## src/rtl/core/assert_macros.svh

```systemverilog
// Assertion macros for the RTL of the run-length encoder.
// Depends on nothing; included by modules that carry concurrent checks.
`ifndef ASSERT_MACROS_SVH
`define ASSERT_MACROS_SVH
`ifndef SYNTHESIS
`define RLE_ASSERT_IMPLIES(label, clk, rst_n, ante, cons) \
    label: assert property (@(posedge clk) disable iff (!rst_n) (ante) |-> (cons)) \
        else $error("assertion failed");
`define RLE_ASSERT_NEXT(label, clk, rst_n, ante, cons) \
    label: assert property (@(posedge clk) disable iff (!rst_n) (ante) |=> (cons)) \
        else $error("assertion failed");
`else
`define RLE_ASSERT_IMPLIES(label, clk, rst_n, ante, cons)
`define RLE_ASSERT_NEXT(label, clk, rst_n, ante, cons)
`endif
`endif

```

## src/rtl/core/rle_pkg.sv

```systemverilog
// Types, constants and helpers of the RGB565 run-length encoder.
// Depends on nothing; used by the encoder modules and the testbench.
package rle_pkg;

    localparam int unsigned ChanW  = 8;
    localparam int unsigned ColorW = 16;
    localparam int unsigned CountW = 16;

    // A run is closed as soon as its count reaches this value.
    localparam logic [CountW-1:0] RunLimit = 16'hFFFF;

    typedef struct packed {
        logic [ChanW-1:0] red;
        logic [ChanW-1:0] green;
        logic [ChanW-1:0] blue;
        logic             final_pixel;
    } pixel_t;

    typedef struct packed {
        logic [CountW-1:0] run_length;
        logic [ColorW-1:0] run_color;
        logic              image_end;
    } record_t;

    // Records caused by one pixel; first is always meaningful when the bundle is valid.
    typedef struct packed {
        logic    two;
        record_t first;
        record_t second;
    } bundle_t;

    function automatic logic [ColorW-1:0] to_rgb565(input pixel_t px);
        return {px.red[7:3], px.green[7:2], px.blue[7:3]};
    endfunction

endpackage

```

## src/rtl/core/rle_stream_if.sv

```systemverilog
// Valid/ready stream interface used for the pixel and record channels.
// Depends on nothing; the payload type is chosen at instantiation.
interface rle_stream_if #(
    parameter type payload_t = logic
);
    logic     valid;
    logic     ready;
    payload_t data;

    modport source (output valid, output data, input ready);
    modport sink   (input valid, input data, output ready);
endinterface

```

## src/rtl/core/rgb565_run_length_encoder_unit.sv

```systemverilog
// RGB565 run-length encoder, top level.
// Depends on rle_pkg, rle_stream_if, rle_run_tracker, rle_record_serializer, assert_macros.svh.
//
// Usage: pixels arrive on the "pixels" stream (RGB888 plus a final_pixel flag) in raster
// order; each transaction is accepted when valid and ready are both high. Each pixel is
// reduced to RGB565 and merged into the pending run. Run records (length, colour,
// image_end) leave on the "records" stream, one record per transaction.
// A pixel produces zero, one or two records: a colour change closes the previous run,
// a run reaching 65535 pixels is closed at once, and the final pixel flushes the pending
// run with image_end set. After the final pixel the run state returns to its reset value,
// so the next pixel starts a new image.
// A record passes through the bundle register and then the output register on its way out.
// Throughput: one pixel per cycle while each pixel closes at most one run and the record
// receiver does not stall; a pixel that yields two records can hold the input back, because
// the output register sends one record per cycle.
// Reset (rst_n low, asynchronous) empties both pipeline registers and clears the pending
// colour and count; no clearing pass is needed.
// When the record receiver stalls, the output register and a second-record slot hold
// their data, and the stall reaches the pixel input once the bundle register is full.
`include "assert_macros.svh"

module rgb565_run_length_encoder_unit (
    input  logic         clk,
    input  logic         rst_n,
    rle_stream_if.sink   pixels,
    rle_stream_if.source records
);

    logic             bundle_valid;
    logic             bundle_ready;
    rle_pkg::bundle_t bundle;

    // Colour compare, count increment and record assembly, registered into a bundle.
    rle_run_tracker u_tracker (
        .clk          (clk),
        .rst_n        (rst_n),
        .pixels       (pixels),
        .bundle_valid (bundle_valid),
        .bundle       (bundle),
        .bundle_ready (bundle_ready)
    );

    // Splits a bundle into one transaction per record behind the output register.
    rle_record_serializer u_serializer (
        .clk          (clk),
        .rst_n        (rst_n),
        .bundle_valid (bundle_valid),
        .bundle       (bundle),
        .bundle_ready (bundle_ready),
        .records      (records)
    );

    // A record never describes an empty run.
    `RLE_ASSERT_IMPLIES(a_nonempty_run, clk, rst_n, records.valid,
        records.data.run_length != '0)
    // Two records from one pixel: the closed run first, then the flushed final run.
    `RLE_ASSERT_IMPLIES(a_pair_order, clk, rst_n, bundle_valid && bundle.two,
        !bundle.first.image_end && bundle.second.image_end)
    // The two records of a pixel come from a colour change, so their colours differ.
    `RLE_ASSERT_IMPLIES(a_pair_colors, clk, rst_n, bundle_valid && bundle.two,
        bundle.first.run_color != bundle.second.run_color)

endmodule

```

## src/rtl/core/rle_run_tracker.sv

```systemverilog
// Run tracking: keeps the pending colour and count and builds the records of each pixel.
// Depends on rle_pkg and rle_stream_if.
module rle_run_tracker (
    input  logic               clk,
    input  logic               rst_n,
    rle_stream_if.sink         pixels,
    output logic               bundle_valid,
    output rle_pkg::bundle_t   bundle,
    input  logic               bundle_ready
);

    logic [rle_pkg::ColorW-1:0] prev_color_reg, prev_color_next;
    logic [rle_pkg::CountW-1:0] count_reg, count_next;
    logic                       bundle_valid_reg;
    rle_pkg::bundle_t           bundle_reg, bundle_next;

    logic [rle_pkg::ColorW-1:0] color;
    logic [rle_pkg::CountW-1:0] base, count_inc;
    logic                       change, hit, last, close_run, has_record, accept;
    rle_pkg::record_t           rec_old, rec_new;

    assign pixels.ready = !bundle_valid_reg || bundle_ready;
    assign accept       = pixels.valid && pixels.ready;

    always_comb
    begin
        color     = rle_pkg::to_rgb565(pixels.data);
        last      = pixels.data.final_pixel;
        change    = (color != prev_color_reg) && (count_reg != '0);
        base      = change ? '0 : count_reg;
        count_inc = base + {{(rle_pkg::CountW-1){1'b0}}, 1'b1};
        hit       = (count_inc == rle_pkg::RunLimit);
        close_run = hit || last;

        rec_old.run_length = count_reg;
        rec_old.run_color  = prev_color_reg;
        rec_old.image_end  = 1'b0;

        rec_new.run_length = count_inc;
        rec_new.run_color  = color;
        rec_new.image_end  = last;

        has_record         = change || close_run;
        bundle_next.two    = change && close_run;
        bundle_next.first  = change ? rec_old : rec_new;
        bundle_next.second = rec_new;

        count_next      = close_run ? '0 : count_inc;
        prev_color_next = last ? '0 : color;
    end

    always_ff @(posedge clk or negedge rst_n)
    begin
        if (!rst_n)
        begin
            prev_color_reg   <= '0;
            count_reg        <= '0;
            bundle_valid_reg <= 1'b0;
        end
        else
        begin
            if (accept)
            begin
                prev_color_reg <= prev_color_next;
                count_reg      <= count_next;
            end
            if (pixels.ready)
            begin
                bundle_valid_reg <= accept && has_record;
            end
        end
    end

    always_ff @(posedge clk)
    begin
        if (accept && has_record)
        begin
            bundle_reg <= bundle_next;
        end
    end

    assign bundle_valid = bundle_valid_reg;
    assign bundle       = bundle_reg;

endmodule

```

## src/rtl/core/rle_record_serializer.sv

```systemverilog
// Output stage: sends the one or two records of a bundle as separate transactions.
// Depends on rle_pkg and rle_stream_if.
module rle_record_serializer (
    input  logic               clk,
    input  logic               rst_n,
    input  logic               bundle_valid,
    input  rle_pkg::bundle_t   bundle,
    output logic               bundle_ready,
    rle_stream_if.source       records
);

    logic             out_valid_reg, extra_valid_reg;
    rle_pkg::record_t out_reg, extra_reg;
    logic             advance;

    // The output register moves whenever it is empty or being taken.
    assign advance      = !out_valid_reg || records.ready;
    assign bundle_ready = !extra_valid_reg && advance;

    always_ff @(posedge clk or negedge rst_n)
    begin
        if (!rst_n)
        begin
            out_valid_reg   <= 1'b0;
            extra_valid_reg <= 1'b0;
        end
        else if (advance)
        begin
            if (extra_valid_reg)
            begin
                out_valid_reg   <= 1'b1;
                extra_valid_reg <= 1'b0;
            end
            else
            begin
                out_valid_reg   <= bundle_valid;
                extra_valid_reg <= bundle_valid && bundle.two;
            end
        end
    end

    always_ff @(posedge clk)
    begin
        if (advance)
        begin
            if (extra_valid_reg)
            begin
                out_reg <= extra_reg;
            end
            else if (bundle_valid)
            begin
                out_reg   <= bundle.first;
                extra_reg <= bundle.second;
            end
        end
    end

    assign records.valid = out_valid_reg;
    assign records.data  = out_reg;

endmodule

```

## src/flat_wrapper.sv

```systemverilog
// flat-port wrapper written by rule: the top's interface ports become plain ports
module rgb565_run_length_encoder_unit_flat 
  (clk, rst_n, pixels_valid, pixels_data, pixels_ready, records_valid, records_data, records_ready);
  rle_stream_if #(.payload_t(rle_pkg::pixel_t)) pixels_i ();
  rle_stream_if #(.payload_t(rle_pkg::record_t)) records_i ();
  input  logic clk;
  input  logic rst_n;
  input wire logic [$bits(pixels_i.valid)-1:0] pixels_valid;
  input wire logic [$bits(pixels_i.data)-1:0] pixels_data;
  output wire logic [$bits(pixels_i.ready)-1:0] pixels_ready;
  output wire logic [$bits(records_i.valid)-1:0] records_valid;
  output wire logic [$bits(records_i.data)-1:0] records_data;
  input wire logic [$bits(records_i.ready)-1:0] records_ready;
  assign pixels_i.valid = pixels_valid;
  assign pixels_i.data = pixels_data;
  assign pixels_ready = pixels_i.ready;
  assign records_valid = records_i.valid;
  assign records_data = records_i.data;
  assign records_i.ready = records_ready;
  rgb565_run_length_encoder_unit u_core (.clk(clk), .rst_n(rst_n), .pixels(pixels_i), .records(records_i));
endmodule
```

## config.mk

```make
export PLATFORM = sky130hd
export DESIGN_NAME = rgb565_run_length_encoder_unit_flat
export DESIGN_NICKNAME = d
export VERILOG_FILES = /design/src/rtl/core/rle_pkg.sv /design/src/rtl/core/rle_stream_if.sv /design/src/rtl/core/rgb565_run_length_encoder_unit.sv /design/src/rtl/core/rle_run_tracker.sv /design/src/rtl/core/rle_record_serializer.sv /design/src/flat_wrapper.sv
export VERILOG_INCLUDE_DIRS = /design/src /design/src/rtl/core
export SDC_FILE = /design/constraint.sdc
export NUM_CORES = 1
export LEC_CHECK = 0
export ABC_AREA = 1
export CORE_ASPECT_RATIO = 0.9
export CORE_MARGIN = 5
export CORE_UTILIZATION = 39
export DETAILED_ROUTE_END_ITERATION = 8
export DONT_BUFFER_PORTS = 1
export GPL_TIMING_DRIVEN = 0
export SYNTH_ARGS = -nofsm -noshare
export SYNTH_HDL_FRONTEND = slang
export SYNTH_SLANG_ARGS = --single-unit
```

## constraint.sdc

```tcl
create_clock -name clk -period 5 [get_ports clk]
set_input_delay 1 -clock clk [delete_from_list [all_inputs] [get_ports clk]]
set_output_delay 1 -clock clk [all_outputs]
set_load 0.02 [all_outputs]
```

Word level (Yosys, flattened, before mapping)
Cells that the tools add are included.
- bits in registers: 168
- input bits: 29
- output and inout bits: 35
- word-level logic and storage cells: 47
- $add $sub $neg: 1
- equality and inequality tests: 2
- muxes and demuxes: 8
- bitwise gates (word level): 1
- reduce and logical (&&, ||, !) cells: 17
- operators by type and width (kind ; number):
    two-way mux 33 bit ; 3
    two-way mux 16 bit ; 3
    adder 16 x 1 -> 16 bit (second input constant) ; 1
    == test 16 bit (second input constant) ; 1
    != test 16 bit ; 1
    nonzero test 16 bit ; 1
    logical AND 1 bit ; 6
    logical OR 1 bit ; 4
    zero test 1 bit ; 3
    AND reduction 3 bit ; 1
    two-way mux 1 bit ; 2
    AND reduction 2 bit ; 1
    nonzero test 2 bit ; 1
    NOT 1 bit ; 1

Logic depth before layout (Yosys ltp)
- depth in word-level cells: 8
- gate-level depth with buffers: 28
- mapped depth without buffers: 24

Cells and area by module
Synthesis repeated with hierarchy kept, for this count alone.
- cells, all modules: 723
- area, all modules: 7504.7 µm²
- modules (own cells, without submodules) (module ; times used ; cells an instance ; area an instance (µm²) ; seq. area each (µm²)):
    rle_run_tracker ; 1 ; 534 ; 4974.8 ; 2837.7
    rle_record_serializer ; 1 ; 189 ; 2529.9 ; 2031.9

Worst setup path after synthesis
OpenSTA, ideal clock, no wires.
- kind: input to register
- start point: in pixels_data[5]
- end point: reg u_core.u_tracker.bundle_reg (netlist bit u_core.u_tracker.bundle[0]), enable pin
- library setup time: 0.421 ns
- arrival time: 5.041 ns
- data required time: 4.579 ns
- setup slack: -0.462 ns
- cell stages on the path: 27
- path buffers: 4
- cells stage by stage: inv_1 nand2_1 nand2_1 nor2_1 nand2_1 nor2_1 nand2_1 nand2_4 buf_12 buf_6 clkbuf_1 clkbuf_1 ha_1 nand2_1 inv_1 nand3_2 nor2_4 nand3_2 nand2_1 nand2_1 a21oi_1 nand2_1 nor2_2 nand2_4 nand3_1 nand2_1 inv_1
- longest elaborated chain between the ends: 8
- RTL lines (what ; RTL line ; RTL):
    from (decl) ; flat_wrapper.sv:9 ; input wire logic [$bits(pixels_i.data)-1:0] pixels_data;
    != test 16 bit (*) ; rle_run_tracker.sv:29 ; change = (color != prev_color_reg) && (count_reg != '0);
    logical AND 1 bit (*) ; rle_run_tracker.sv:29 ;
    two-way mux 16 bit ; rle_run_tracker.sv:30 ; base = change ? '0 : count_reg;
    adder 16 x 1 -> 16 bit ; rle_run_tracker.sv:31 ; count_inc = base + {{(rle_pkg::CountW-1){1'b0}}, 1'b1};
    == test 16 bit ; rle_run_tracker.sv:32 ; hit = (count_inc == rle_pkg::RunLimit);
    logical OR 1 bit ; rle_run_tracker.sv:33 ; close_run = hit || last;
    logical OR 1 bit (*) ; rle_run_tracker.sv:43 ; has_record = change || close_run;
    logical AND 1 bit (*) ; rle_run_tracker.sv:76 ; if (accept && has_record)
    to (signal assigned) ; rle_run_tracker.sv:78 ; bundle_reg <= bundle_next;
    to (decl) ; rle_run_tracker.sv:15 ; rle_pkg::bundle_t bundle_reg, bundle_next;
Mark *: on every way between the ends. The rest lies on a longest branch, timed or not.
A chain may end at the register's enable or synchronous reset.

Worst setup path after layout
- start point: in pixels_data[5]
- end point: reg u_core.u_tracker.bundle_reg (netlist bit u_core.u_tracker.bundle[22]), enable pin
Same word-level chain as after synthesis.

==> flow_metrics.tcl <==
set metrics [dict create \
    status "finished, final reports clean" \
    drc 0 \
    pin_count 64 \
    rows 47 \
    maxSlewViolCount 0 \
    cts_tree "built" \
    grt-ovfl-total 0 \
    power_leakage_nw 3.365 \
    area_growth_pct 15.11 \
    cp.arrival_ns 4.72 \
    die_h_um 140.2 \
    pwr-share-clk_pct 26.8 \
    wl_um 17040 \
    vias_per_cell 4.998 \
    p_int_mw 3.315 \
    setup_violations 0 \
    period_share_pct 92.24 \
    vias 4938 \
    grt_first_pass_wirelength_um 26990 \
    final_nets 762 \
    fill_cells 1679 \
    fin_crit_ns 4.612 \
    portBuffers 0 \
    drive_above_1_share_pct 12.65 \
    syn_area_um2 7346 \
    core-area_um2 18470 \
    fin_setup_tns_ns 0 \
    p_seq_share_pct 48.5 \
    p_sw_share_pct 35.18 \
    timing_worst_slew_pin_value_ns 0.6929 \
    cp_max_fo 17 \
    hold_buffers 0 \
    clkLatencyLatePin_ns 0.43 \
    crit_required_ns 5.11 \
    cts_buffer_depth 2 \
    rsz0062_at_grt "false" \
    h-tree-depth 4 \
    grt_pass1_vias 4757 \
    cap_violations 0 \
    wl_per_cell_um 17.25 \
    grt_usage_pct 16.32 \
    firstDrtPassIters 5 \
    antenna_left 0 \
    peakVddDrop_mv 0.2270 \
    synth.avg_cell_area_um2 10.54 \
    final_hold_viol_count 0 \
    p_comb_share_pct 24.7 \
    die-width_um 154.7 \
    fmax_mhz 216.8 \
    dp_hpwl_um 11760 \
    timing.rr.start "u_core.u_tracker.count_reg[8]$_DFFE_PN0P_" \
    start_util_pct 39.78 \
    worst_path_largest_cell_delay_ns 0.26 \
    p_per_area_nw_per_um2 604.7 \
    largest_reg_flops 67 \
    p_sw_mw 1.799 \
    hold_path.class "input port to asynchronous set/reset pin" \
    syn_nets 729 \
    cts_sinks 168 \
    die_area_um2 21680 \
    synth_cells 697 \
    gp_congestion 0.8600 \
    clock-root-buffer "clkbuf_16" \
    startpoint "pixels_data[5]" \
    antenna_cells 0 \
    seq_area_frac_synth_pct 66.29 \
    finalClockSkew_ns 0.008235 \
    yosysWarnings 0 \
    ys_ff_latch 168 \
    grt_max_degree 36 \
    worstSetupPathType "input port to flop" \
    start_kind "input port" \
    endpoint_kind "flop" \
    crit_top_cell "nand2_1" \
    slowest_stage "clkbuf_4" \
    cts_made_buffers 17 \
    antenna_found_initial 0 \
    ys_types 36 \
    clk_pin_slew_worst_paths_ns 0.07 \
    drt_iter0_drc 459 \
    relSlewSlack_pct 53.81 \
    holdWs_ns 0.2619 \
]
[metal layers]
layer  GRT usage [%]  part of all wire, %  vias up  wire, µm
li1                -                    -     2364         -
met1           22.71                   46     2358      7813
met2           24.63                   46      190      7763
met3           4.565                  6.8       26      1160
met4           5.809                  1.8        0       303
met5               0                    0        -         0
[cells by family (layout without fill, tap and decap cells)]
| group | after synthesis | count (layout) | synth area share, % |
|---|---|---|---|
| xor+xnor | 13 | 13 | 1.652 |
| flops | 168 | 168 | 66.29 |
| compound gates | 68 | 68 | 5.451 |
| fa+ha+maj | 3 | 3 | 0.5110 |
| buf+inv | 99 | 145 | 5.723 |
| simple gates | 346 | 346 | 20.37 |
[Yosys cell counts]
master	n	area (µm²)
xor2_2	1	16.27
edfxtp_1	133	3994
xnor2_1	1	8.760
nand3_2	4	40.04
nand3_4	1	17.52
clkbuf_1	18	67.56
buf_2	1	5.000
buf_12	2	40.04
a22o_1	1	8.760
nand2_1	241	904.6
a21o_1	1	7.510
nand2_4	3	33.78
inv_2	2	7.510
ha_1	3	37.54
o21ai_0	44	220.2
o21ai_2	10	87.58
nor2_4	3	33.78
o21bai_1	3	22.52
nor2_1	31	116.4
nor4_1	3	18.77
o21a_1	1	7.510
nand2_2	2	12.51
nand4_1	10	62.56
xor2_1	11	96.34
buf_1	2	7.510
dfrtp_1	35	875.8
clkinv_1	2	7.510
nand3_1	35	175.2
nor2_2	11	68.82
o311ai_1	1	8.760
a21oi_1	6	30.03
buf_6	2	22.52
nor3_1	1	5.000
nand3b_1	1	7.510
inv_1	70	262.8
o211ai_1	1	7.510
[worst max-delay path, delay by kind of cell]
kind / cells / cell delay, ns
and+or+nand+nor: 18 / 2.01
buffers and inverters: 7 / 1.23
adders and majority gates: 2 / 0.47
[cell usage in the layout (no fill, tap or decap), drive strengths merged, types with 3 or more instances in the layout]
cell type,Yosys,routed
nand2,246,246
edfxtp,133,133
inv,72,77
o21ai,54,54
nor2,45,45
nand3,40,40
dfrtp,35,35
clkbuf,18,34
buf,7,19
xor2,12,12
nand4,10,10
clkinvlp,0,6
a21oi,6,6
clkinv,2,6
o21bai,3,3
ha,3,3
bufinv,0,3
nor4,3,3
[per-stage QoR]
stage               instance area [µm²]  instances  power [mW]  utilization [%]  setup slack (ns)
detailed placement                 7732        944       3.725            41.88            -1.233
floorplan                          7352        697       3.240                -            0.1089
global placement                   7659        942       3.633            41.48            -1.167
CTS                                8446        988       5.150            45.74           0.08199
global route                       8456        988       5.382            45.79           0.02157
finish                             8456        988       5.113            45.79            0.3880
[layout make-up]
class                   instances  area, µm²  area share (%)
plain buffers                  25      147.6           1.746
clock buffers                  17      425.4           5.031
clock inverters                15      191.4           2.264
inverters                      74      281.5           3.329
multi-input cells             430       2088           24.70
flip-flops and latches        168       4870           57.59
well taps                     245      306.5           3.625
repair buffers                 11      122.6           1.450
repair inverters                3      22.52          0.2664
[power by group through the flow]
stage / registers [mW] / logic, mW / clock network [mW]
global placement: 2.53 / 1.11 / 0
CTS: 2.49 / 1.27 / 1.39
floorplan: 2.48 / 0.763 / 0
global route: 2.52 / 1.41 / 1.45
detailed placement: 2.52 / 1.20 / 0
finish: 2.48 / 1.26 / 1.37
[repair_timing]
| action | CTS | global route |
|---|---|---|
| gates cloned | 3 | 0 |
| buffers inserted | 9 | 0 |
| setup endpoints to repair | 67 | 67 |
| gates resized for setup | 4 | 5 |
[worst paths after layout]
check | end | cells after the start | slack, ns
min | u_core.u_tracker.count_reg[8]$_DFFE_PN0P_ | 0 | 0.26
max in group asynchronous | u_core.u_tracker.prev_color_reg[13]$_DFFE_PN0P_ | 0 | 4.64
min reg2reg | u_core.u_serializer.extra_reg[13]$_DFFE_PP_ | 0 | 0.42
max reg2reg | u_core.u_tracker.bundle[22]$_DFFE_PP_ | 22 | 0.43
min in group clk | u_core.u_serializer.extra_reg[13]$_DFFE_PP_ | 0 | 0.42
max | u_core.u_tracker.bundle[22]$_DFFE_PP_ | 27 | 0.39
Note: power is estimated with default switching activity, not from simulation.
